### config.mk
export PLATFORM = sky130hd
export DESIGN_NAME = imu_six_channel_moving_average
export DESIGN_NICKNAME = d
export VERILOG_FILES = /design/src/rtl/core/imuma_pkg.sv /design/src/rtl/core/imuma_div.sv /design/src/rtl/core/imu_six_channel_moving_average.sv
export SDC_FILE = /design/constraint.sdc
export NUM_CORES = 2
export LEC_CHECK = 0
export BUFFER_PORTS_ARGS = -buffer_cell sky130_fd_sc_hd__buf_2
export CAP_MARGIN = 20
export CORE_AREA = 2 2 414 416
export DETAILED_ROUTE_END_ITERATION = 8
export DIE_AREA = 0 0 416 418
export PLACE_DENSITY = 0.68
export SETUP_SLACK_MARGIN = 0.5
export SLEW_MARGIN = 30
export SYNTH_ARGS = -nofsm -noshare
export SYNTH_HDL_FRONTEND = slang
export SYNTH_SLANG_ARGS = --single-unit
### constraint.sdc
create_clock -name clk -period 8 [get_ports clk]
set_input_delay 0.4 -clock clk [delete_from_list [all_inputs] [get_ports clk]]
set_output_delay 0.4 -clock clk [all_outputs]
set_load 0.01 [all_outputs]
### src/rtl/core/imuma_pkg.sv
package imuma_pkg;

	localparam int SAMPLE_W         = 16;
	localparam int CHANNELS         = 6;
	localparam int CH_W             = 3;
	localparam int WINDOW_DEPTH_DEF = 15;

	localparam logic [CH_W-1:0] CH_FIRST = CH_W'(0);
	localparam logic [CH_W-1:0] CH_LAST  = CH_W'(CHANNELS - 1);

	typedef struct packed {
		logic signed [SAMPLE_W-1:0] accel_x;
		logic signed [SAMPLE_W-1:0] accel_y;
		logic signed [SAMPLE_W-1:0] accel_z;
		logic signed [SAMPLE_W-1:0] orient_x;
		logic signed [SAMPLE_W-1:0] orient_y;
		logic signed [SAMPLE_W-1:0] orient_z;
	} sample_t;

	typedef struct packed {
		logic signed [SAMPLE_W-1:0] avg_accel_x;
		logic signed [SAMPLE_W-1:0] avg_accel_y;
		logic signed [SAMPLE_W-1:0] avg_accel_z;
		logic signed [SAMPLE_W-1:0] avg_orient_x;
		logic signed [SAMPLE_W-1:0] avg_orient_y;
		logic signed [SAMPLE_W-1:0] avg_orient_z;
	} avg_t;

endpackage

### src/rtl/core/imuma_div.sv
module imuma_div #(
	parameter int SUM_W = 20,
	parameter int CNT_W = 4
) (
	input  logic                                 clk,
	input  logic                                 arst_n,
	input  logic                                 start,
	input  logic signed [SUM_W-1:0]              dividend,
	input  logic        [CNT_W-1:0]              divisor,
	output logic                                 done,
	output logic        [imuma_pkg::SAMPLE_W-1:0] quotient
);
	import imuma_pkg::*;

	localparam int STEP_W = $clog2(SUM_W + 1);

	logic              busy_q;
	logic              done_q;
	logic [STEP_W-1:0] step_q;
	logic              neg_q;
	logic [SUM_W-1:0]  quo_q;
	logic [CNT_W-1:0]  rem_q;
	logic [CNT_W-1:0]  div_q;

	logic [CNT_W:0]    rem_sh;
	logic              ge;
	logic [CNT_W:0]    rem_nx;
	logic [SUM_W-1:0]  mag;
	logic [SUM_W-1:0]  signed_quo;

	// magnitude of the dividend; the most negative sum still fits unsigned
	assign mag    = dividend[SUM_W-1] ? (~dividend + 1'b1) : dividend;

	// one restoring step per cycle
	assign rem_sh = {rem_q, quo_q[SUM_W-1]};
	assign ge     = rem_sh >= {1'b0, div_q};
	assign rem_nx = ge ? (rem_sh - {1'b0, div_q}) : rem_sh;

	assign signed_quo = neg_q ? (~quo_q + 1'b1) : quo_q;
	assign quotient   = signed_quo[SAMPLE_W-1:0];
	assign done       = done_q;

	always_ff @(posedge clk or negedge arst_n) begin
		if (!arst_n) begin
			busy_q <= 1'b0;
			done_q <= 1'b0;
			step_q <= '0;
		end else begin
			done_q <= 1'b0;
			if (start) begin
				busy_q <= 1'b1;
				step_q <= STEP_W'(SUM_W);
			end else if (busy_q) begin
				step_q <= step_q - 1'b1;
				if (step_q == STEP_W'(1)) begin
					busy_q <= 1'b0;
					done_q <= 1'b1;
				end
			end
		end
	end

	always_ff @(posedge clk) begin
		if (start) begin
			neg_q <= dividend[SUM_W-1];
			quo_q <= mag;
			rem_q <= '0;
			div_q <= divisor;
		end else if (busy_q) begin
			quo_q <= {quo_q[SUM_W-2:0], ge};
			rem_q <= rem_nx[CNT_W-1:0];
		end
	end

endmodule

### src/rtl/core/imu_six_channel_moving_average.sv
// each accepted sample beat runs through the sum update, the division and the output register to its result beat
// no new sample is taken until the last one's results reach the output register; the single
//   shared bit-serial divider works through the six channels in turn
// a waiting result sits in the output register while the next sample is accepted
// reset: sums, fill count and write slot clear at once, no clearing pass; the window
//   memory is not cleared since a slot read back only enters the sums once the window is full
module imu_six_channel_moving_average #(
	parameter int WINDOW_DEPTH = imuma_pkg::WINDOW_DEPTH_DEF
) (
	input  logic               clk,
	input  logic               arst_n,
	input  logic               sample_valid,
	output logic               sample_stall,
	input  imuma_pkg::sample_t sample,
	output logic               avg_valid,
	input  logic               avg_stall,
	output imuma_pkg::avg_t    avg
);
	import imuma_pkg::*;

	localparam int SLOT_W = $clog2(WINDOW_DEPTH);
	localparam int CNT_W  = $clog2(WINDOW_DEPTH + 1);
	// sample width plus growth over the window
	localparam int SUM_W  = SAMPLE_W + $clog2(WINDOW_DEPTH);

	// sequencer codes
	localparam logic [1:0] ST_IDLE = 2'd0;  // waiting for a sample beat
	localparam logic [1:0] ST_UPD  = 2'd1;  // window read data back, sums updated
	localparam logic [1:0] ST_DIV  = 2'd2;  // one division per channel
	localparam logic [1:0] ST_HOLD = 2'd3;  // move results to the output register

	logic [1:0]              state_q;
	logic [CH_W-1:0]         ch_q;
	logic                    launched_q;
	logic [SLOT_W-1:0]       slot_q;
	logic [CNT_W-1:0]        count_q;
	logic signed [SUM_W-1:0] sum_q [CHANNELS];
	logic                    avg_valid_q;

	// payload registers
	sample_t                 sample_q;
	sample_t                 rd_q;
	logic [SAMPLE_W-1:0]     res_q [CHANNELS];
	avg_t                    avg_q;

	// ring of past samples, all six channels side by side
	sample_t                 win_mem [WINDOW_DEPTH];

	logic                    accept;
	logic                    full;
	logic                    out_free;
	logic signed [SAMPLE_W-1:0] new_smp [CHANNELS];
	logic signed [SAMPLE_W-1:0] old_smp [CHANNELS];
	logic signed [SUM_W-1:0] sum_nx [CHANNELS];
	logic                    div_start;
	logic                    div_done;
	logic [SAMPLE_W-1:0]     div_quo;

	assign accept       = sample_valid && !sample_stall;
	assign sample_stall = state_q != ST_IDLE;
	assign full         = count_q == CNT_W'(WINDOW_DEPTH);
	// output register is empty or drains this cycle
	assign out_free     = !avg_valid_q || !avg_stall;

	assign avg_valid = avg_valid_q;
	assign avg       = avg_q;

	// unpack the latched sample and the evicted one into channel order
	always_comb begin
		new_smp[0] = sample_q.accel_x;
		new_smp[1] = sample_q.accel_y;
		new_smp[2] = sample_q.accel_z;
		new_smp[3] = sample_q.orient_x;
		new_smp[4] = sample_q.orient_y;
		new_smp[5] = sample_q.orient_z;
		old_smp[0] = rd_q.accel_x;
		old_smp[1] = rd_q.accel_y;
		old_smp[2] = rd_q.accel_z;
		old_smp[3] = rd_q.orient_x;
		old_smp[4] = rd_q.orient_y;
		old_smp[5] = rd_q.orient_z;
	end

	// running sums: add the new sample, drop the oldest once the window is full
	always_comb begin
		for (int c = 0; c < CHANNELS; c++) begin
			sum_nx[c] = sum_q[c]
				+ {{(SUM_W-SAMPLE_W){new_smp[c][SAMPLE_W-1]}}, new_smp[c]}
				- (full ? {{(SUM_W-SAMPLE_W){old_smp[c][SAMPLE_W-1]}}, old_smp[c]}
				        : SUM_W'(0));
		end
	end

	assign div_start = (state_q == ST_DIV) && !launched_q;

	imuma_div #(
		.SUM_W (SUM_W),
		.CNT_W (CNT_W)
	) u_div (
		.clk      (clk),
		.arst_n   (arst_n),
		.start    (div_start),
		.dividend (sum_q[ch_q]),
		.divisor  (count_q),
		.done     (div_done),
		.quotient (div_quo)
	);

	// control
	always_ff @(posedge clk or negedge arst_n) begin
		if (!arst_n) begin
			state_q     <= ST_IDLE;
			ch_q        <= CH_FIRST;
			launched_q  <= 1'b0;
			slot_q      <= '0;
			count_q     <= '0;
			avg_valid_q <= 1'b0;
			for (int c = 0; c < CHANNELS; c++) begin
				sum_q[c] <= '0;
			end
		end else begin
			// result register: fill from the sequencer, or empty once taken
			if (state_q == ST_HOLD && out_free) begin
				avg_valid_q <= 1'b1;
			end else if (avg_valid_q && !avg_stall) begin
				avg_valid_q <= 1'b0;
			end
			unique case (state_q)
				ST_IDLE: begin
					if (accept) begin
						state_q <= ST_UPD;
					end
				end
				ST_UPD: begin
					for (int c = 0; c < CHANNELS; c++) begin
						sum_q[c] <= sum_nx[c];
					end
					if (!full) begin
						count_q <= count_q + 1'b1;
					end
					slot_q     <= (slot_q == SLOT_W'(WINDOW_DEPTH - 1)) ? '0 : slot_q + 1'b1;
					ch_q       <= CH_FIRST;
					launched_q <= 1'b0;
					state_q    <= ST_DIV;
				end
				ST_DIV: begin
					if (!launched_q) begin
						launched_q <= 1'b1;
					end else if (div_done) begin
						launched_q <= 1'b0;
						if (ch_q == CH_LAST) begin
							state_q <= ST_HOLD;
						end else begin
							ch_q <= ch_q + 1'b1;
						end
					end
				end
				ST_HOLD: begin
					if (out_free) begin
						state_q <= ST_IDLE;
					end
				end
				default: begin
					state_q <= ST_IDLE;
				end
			endcase
		end
	end

	// window memory: read the slot about to be overwritten, write the new sample into it in the cycle after
	always_ff @(posedge clk) begin
		if (accept) begin
			rd_q <= win_mem[slot_q];
		end
		if (state_q == ST_UPD) begin
			win_mem[slot_q] <= sample_q;
		end
	end

	// datapath registers
	always_ff @(posedge clk) begin
		if (accept) begin
			sample_q <= sample;
		end
		if (state_q == ST_DIV && launched_q && div_done) begin
			res_q[ch_q] <= div_quo;
		end
		if (state_q == ST_HOLD && out_free) begin
			avg_q.avg_accel_x  <= res_q[0];
			avg_q.avg_accel_y  <= res_q[1];
			avg_q.avg_accel_z  <= res_q[2];
			avg_q.avg_orient_x <= res_q[3];
			avg_q.avg_orient_y <= res_q[4];
			avg_q.avg_orient_z <= res_q[5];
		end
	end

endmodule

Word-level counts from Yosys, hierarchy flattened
Memories as Yosys holds them, arrays and structs flattened. A register that Yosys moved wholly into a read port is not among the register bits.
Cells that the tools add are included.
W data, S select, Z words.
{"block": "op_classes", "addsub": 19, "order_cmp": 2, "eq_ne": 13, "muxes": 42, "n_bitwise": 4, "n_reduce_logical": 19}
{"operator": "$mux W20", "n": 11}
{"operator": "$add A20 B20 Y20", "n": 6}
{"operator": "$sub A20 B20 Y20", "n": 6}
{"operator": "$bmux W20 S3", "n": 1}
{"operator": "$add A20 B1 Y20 const B", "n": 1}
{"operator": "$not A20 Y20", "n": 1}
{"operator": "$add A16 B1 Y16 const B", "n": 1}
{"operator": "$mux W16", "n": 1}
{"operator": "$not A16 Y16", "n": 1}
{"operator": "$mux W1", "n": 14}
{"operator": "$mux W2", "n": 5}
{"operator": "$mux W5", "n": 2}
{"operator": "$mux W3", "n": 3}
{"operator": "$add A4 B1 Y4 const B", "n": 2}
{"operator": "$eq A4 B4 Y1 const B", "n": 2}
{"operator": "$mux W4", "n": 2}
{"operator": "$ne A2 B2 Y1 const B", "n": 4}
{"operator": "$pmux W2 S4", "n": 1}
{"operator": "$reduce_bool A2 Y1", "n": 4}
{"operator": "$logic_and A1 B1 Y1", "n": 6}
{"operator": "$pmux W3 S2", "n": 1}
{"operator": "$eq A5 B1 Y1 const B", "n": 1}
{"operator": "$ge A5 B4 Y1", "n": 1}
{"operator": "$reduce_and A5 Y1", "n": 1}
{"operator": "other kinds (16)", "n": 21}
{"block": "totals", "ff_bits": 267, "ramBits": 1536, "inputBits": 100, "out_inout_bits": 98, "mem_count": 2}
{"memory": "win_mem", "words": 15, "word_bits": 96, "rd": 1, "rd_ports_with_merged_regs": 1, "write_ports": 1, "line": "imu_six_channel_moving_average.sv:47", "text": "sample_t win_mem [WINDOW_DEPTH];"}
{"memory": "res_q", "words": 6, "word_bits": 16, "rd": 6, "rd_ports_with_merged_regs": 6, "write_ports": 1, "line": "imu_six_channel_moving_average.sv:43", "text": "logic [SAMPLE_W-1:0] res_q [CHANNELS];"}

Longest topological paths before layout
{"block": "logic_depth", "word_depth": 8, "mapped_depth": 18, "ltp_nobuf": 15}

Cells and area by module
A second synthesis with hierarchy kept.
{"block": "hier_totals", "cells_unflattened": 4815, "area_unflattened_um2": 83978.0}
{"mod": "imu_six_channel_moving_average", "n_inst": 1, "cells_each": 4552, "area_each_um2": 81489.4, "seq_area_each_um2": 58150.8}
{"mod": "imuma_div", "n_inst": 1, "cells_each": 263, "area_each_um2": 2488.6, "seq_area_each_um2": 1006.0}

Worst setup path before layout
Ideal clock, no wire load.
{"block": "synth_timing", "path_kind": "register -> register", "startpoint": "reg state_q[1]", "endpoint": "mem win_mem[2][0] (netlist name), enable pin", "setup_time_ns": 0.668, "t_arrival_ns": 8.188, "required_ns": 7.332, "setup_slack_ns": -0.856, "stages_incl_launch_ff": 8, "cell_sequence": "dfrtp_1 inv_1 ha_1 clkbuf_1 clkbuf_1 buf_1 nand3b_1 nor3_1"}
{"block": "synth_via", "elab_chain_cells": 3}
{"item": "from (decl)", "line": "imu_six_channel_moving_average.sv:32", "text": "logic [1:0] state_q;"}
{"item": "from (signal assigned)", "line": "imu_six_channel_moving_average.sv:112", "text": "state_q <= ST_IDLE;"}
{"item": "from (signal assigned)", "line": "imu_six_channel_moving_average.sv:131", "text": "state_q <= ST_UPD;"}
{"item": "from (signal assigned)", "line": "imu_six_channel_moving_average.sv:144", "text": "state_q <= ST_DIV;"}
{"item": "$eq A2 B1 Y1", "line": "imu_six_channel_moving_average.sv:175", "text": "if (state_q == ST_UPD) begin"}
{"item": "$mux W1", "line": "imu_six_channel_moving_average.sv:175"}
{"item": "$mux W1 (not written as such)", "line": "imu_six_channel_moving_average.sv:176", "text": "win_mem[slot_q] <= sample_q;"}
{"item": "to (decl)", "line": "imu_six_channel_moving_average.sv:47"}
No other way between the ends.

Worst setup path in the final report
{"block": "layout_timing", "startpoint": "reg count_q[0]", "endpoint": "reg sum_q[117] (netlist name)"}
{"block": "layout_via", "elab_chain_cells": 3}
{"item": "from (decl)", "line": "imu_six_channel_moving_average.sv:36", "text": "logic [CNT_W-1:0] count_q;"}
{"item": "from (signal assigned)", "line": "imu_six_channel_moving_average.sv:139", "text": "count_q <= count_q + 1'b1;"}
{"item": "$eq A4 B4 Y1", "line": "imu_six_channel_moving_average.sv:61", "text": "assign full = count_q == CNT_W'(WINDOW_DEPTH);"}
{"item": "$mux W20", "line": "imu_six_channel_moving_average.sv:89", "text": "- (full ? {{(SUM_W-SAMPLE_W){old_smp[c][SAMPLE_W-1]}}, old_smp[c]}"}
{"item": "$sub A20 B20 Y20", "line": "imu_six_channel_moving_average.sv:89"}
{"item": "to (signal, indexed assignment)", "line": "imu_six_channel_moving_average.sv:136", "text": "sum_q[c] <= sum_nx[c];"}
{"item": "to (decl)", "line": "imu_six_channel_moving_average.sv:37", "text": "logic signed [SUM_W-1:0] sum_q [CHANNELS];"}
No other way between the ends.
A chain may end at the register's enable or synchronous reset.

==> flow_summary.yaml <==
yosys:
  yosys.area_share.simple_pct: 3.86
  synth-main-ff-cell: "edfxtp_1"
  synth.distinct_cells: 93
  yosysTopAreaCell: "edfxtp_1"
  ys_top_cells_by_area: "edfxtp_1 66%, mux4_2 11%, dfrtp_1 4.2%, fa_1 2.7%, inv_1 2.1%"
  synthesis.area_sq_um: 84100
  synth_top_area_share_pct: 66.0
  muxShareOfSynthArea_pct: 12.4
  synth-edff-count: 1849
  synthCells: 4817
  synth.avg_cell_area_sq_um: 17.5
  synthXorXnorAreaFrac_pct: 1.34
  synth_top_family_by_area: "multiplexers"
  synth_seq_cells: 1995
  synth_warnings: 0
  synthArstFlopShare_pct: 7.12
  synth_compound_area_share_pct: 4.30
  synthAdderAreaFrac_pct: 4.76
  syn_nets: 5168
  seq_area_frac_synth_pct: 70.3
worst_hold_path:
  min_from: "sample_valid"
  hold_end: "state_q[0]$_DFFE_PN0P_"
  whs_path_depth: 4
  hold_class: "in2reg"
global_routing:
  antenna_found_initial: 2
  grt_pass1_vias: 43300
  grtUsageTotal_pct: 21.8
  grt_pass1_wl_um: 282000
  grt_overflow: 0
  grt_max_degree: 184
floorplan:
  dieArea_sq_um: 174000
  initial_core_util_pct: 49.7
  ios: 198
  die_y_um: 418
  std_cell_rows: 151
  core_sq_um: 169000
  dieWidth_um: 416
timing:
  layout_min_cycle_time_ns: 4.84
  slew-limit-headroom_pct: 31.9
  tightest_slew_ns: 1.02
  setup_violations: 0
  grt_setup_unrepaired: "no"
  tns_ns: 0
  fin_worst_skew_ns: 0.0559
  finalCritPeriodShare_pct: 60.6
  hold_viol: 0
  fmax_mhz: 206
  drv_slew: 0
finish:
  fill_cells: 12800
  drive_gt1_share_pct: 19.0
  final_core_util_pct: 56.4
  regArea_sq_um: 59200
  antenna_cells: 0
  num-nets-final: 5545
  final_common_cell: "edfxtp_1"
  syn2layout_area_growth_pct: 13.3
  multi_input_area_sq_um: 22600
  mostFrequentLayoutCells: "1,849 x edfxtp_1, 475 x inv_1, 396 x mux4_2, 257 x nand2_1, 200 x o21ai_0"
cts:
  clock_path_buffers: 3
  cts_tree: "built"
  post_cts_buffers: 0
  numCtsBuffers: 196
  ctsHtreeMaxLevel: 4
  clock_latency_ns: 0.86
  cts_hold_buf: 98
  cts_root_buffer: "clkbuf_16"
  clk_pin_slew_ns: 0.06
  cts.sinks: 1995
  postCtsResizedCells: 0
route:
  route.vias.total: 43500
  drtIter0Drc: 4314
  first_pass_iters: 5
  antenna_left: 0
  routedWlPerCell_um: 24.9
  drcViolationCount: 0
  via_per_inst: 5.75
  drt_wl_total_um: 189000
setup_path:
  timing.rr.end: "sum_q[117]$_DFFE_PN0P_"
  cp.arrival_ns: 5.54
  cp.required_ns: 8.69
  worstPathMaxFanout: 64
  reg2reg_setup_slack_ns: 3.16
  criticalPathCategory: "reg2reg"
  critical_path.startpoint_type: "flip-flop"
  end_kind: "flip-flop"
  reg2reg_from: "count_q[0]$_DFFE_PN0P_"
  r2r_cells: 15
outcome:
  status: "finished, final reports clean"
placement:
  portBuffers: 197
  dp_hpwl_um: 109000
  gp_congestion: 0.875
power:
  p_per_area_nw_per_um2: 390
  ir_drop_mv: 0.325
  p_leak_nw: 33.5
flow_run:
  cap_violations: 0
-- layout make-up --
| type | instances | area share (%) |
|---|---|---|
| Clock buffer | 239 | 5.32 |
| Tap cell | 2218 | 2.91 |
| Inverter | 478 | 1.88 |
| Sequential cell | 1995 | 62.1 |
| Multi-Input combinational cell | 2153 | 23.7 |
| Timing Repair Buffer | 370 | 2.86 |
| Clock inverter | 121 | 1.29 |
-- cells in the mapped netlist, drive strengths merged, types with 7 or more instances --
library cell and number:
a21o 46, o21bai 12, nor2 99, nand2b 16, nor4 8, o2111ai 9, mux2i 125, dfrtp 142
nand3b 14, a21oi 102, and3 25, o211ai 24, a22oi 11, a211oi 24, edfxtp 1849, nand4 7
clkbuf 121, and2 100, nor3 31, mux4 396, a31oi 21, o31ai 13, inv 478, o22a 7
mux2 20, buf 70, xnor2 85, ha 136, o21ai 233, or3 22, nor2b 17, nand3 41
fa 115, xor2 44, o21a 9, nand2 258
-- critical path: stages, from the launching register on --
cell       delay [ns]
dfrtp_1          0.40
ha_1             0.24
and3_4           0.71
buf_4            0.48
and2_1           0.20
fa_1             0.42
inv_1            0.08
ha_1             0.26
o21a_1           0.22
o2111ai_1        0.19
a31oi_1          0.10
o311ai_0         0.65
a21oi_1          0.23
a31oi_1          0.26
xor2_1           0.16
mux2i_1          0.09
-- report_power, final --
part           internal [mW]  switching [mW]  total, mW
Clock                   5.06            3.96       9.02
Sequential              13.5            1.24       14.8
Combinational           5.90            7.50       13.4
Total                   24.5            12.7       37.2
-- worst max-delay path by stage --
| stage | endpoint | startpoint | slack [ns] |
|---|---|---|---|
| after detailed placement | sum_q[119]$_DFFE_PN0P_ | count_q[0]$_DFFE_PN0P_ | 3.21 |
| after global routing | sum_q[119]$_DFFE_PN0P_ | count_q[0]$_DFFE_PN0P_ | 2.75 |
| after floorplan | win_mem[14][0]$_DFFE_PP_ | state_q[1]$_DFFE_PN0P_ | 1.72 |
| final | sum_q[117]$_DFFE_PN0P_ | count_q[0]$_DFFE_PN0P_ | 3.16 |
| after CTS | sum_q[119]$_DFFE_PN0P_ | count_q[0]$_DFFE_PN0P_ | 3.17 |
| after global placement | sum_q[119]$_DFFE_PN0P_ | count_q[0]$_DFFE_PN0P_ | 3.26 |
-- per-stage QoR --
step | worst slack, ns | cells | hold WS [ns] | cell area (sq um) | total power, mW
after detailed placement | 3.21 | 7114 | 0.405 | 88000 | 28.3
after global routing | 2.75 | 7574 | 0.207 | 95300 | 39.3
after CTS | 3.17 | 7572 | 0.0690 | 95200 | 37.4
final | 3.16 | 7574 | 0.130 | 95300 | 37.2
after global placement | 3.26 | 7112 | 0.400 | 87900 | 28.0
after floorplan | 1.72 | 4817 | 0.104 | 84100 | 24.7
-- metal layers --
layer  global-route usage (%)  wire length, um  vias up
met5                        0                0        -
met3                     3.26            11800      246
met2                     35.4            91300     1511
met1                     31.3            81500    22600
li1                         -                -    19200
met4                     5.71             4240        0
-- sequential cells by signal (all words and copies together) (netlist names), 5 cells and up --
| register | count |
|---|---|
| old_smp | 96 |
| u_div.step_q | 5 |
| new_smp | 96 |
| res_q | 96 |
| sum_q | 120 |
| avg | 96 |
| u_div.quo_q | 20 |
| win_mem | 1440 |
-- cell families (layout without fill, tap and decap cells) --
| kind of cell | Yosys count | after routing |
|---|---|---|
| DFF | 1995 | 1995 |
| buffers and inverters | 669 | 1208 |
| and+or+nand+nor | 662 | 662 |
| AOI/OAI and AO/OA | 570 | 570 |
| muxes | 541 | 541 |
| adders and majority gates | 251 | 251 |
| xor gates and xnor gates | 129 | 129 |
Power figures use the tool's default switching activity.
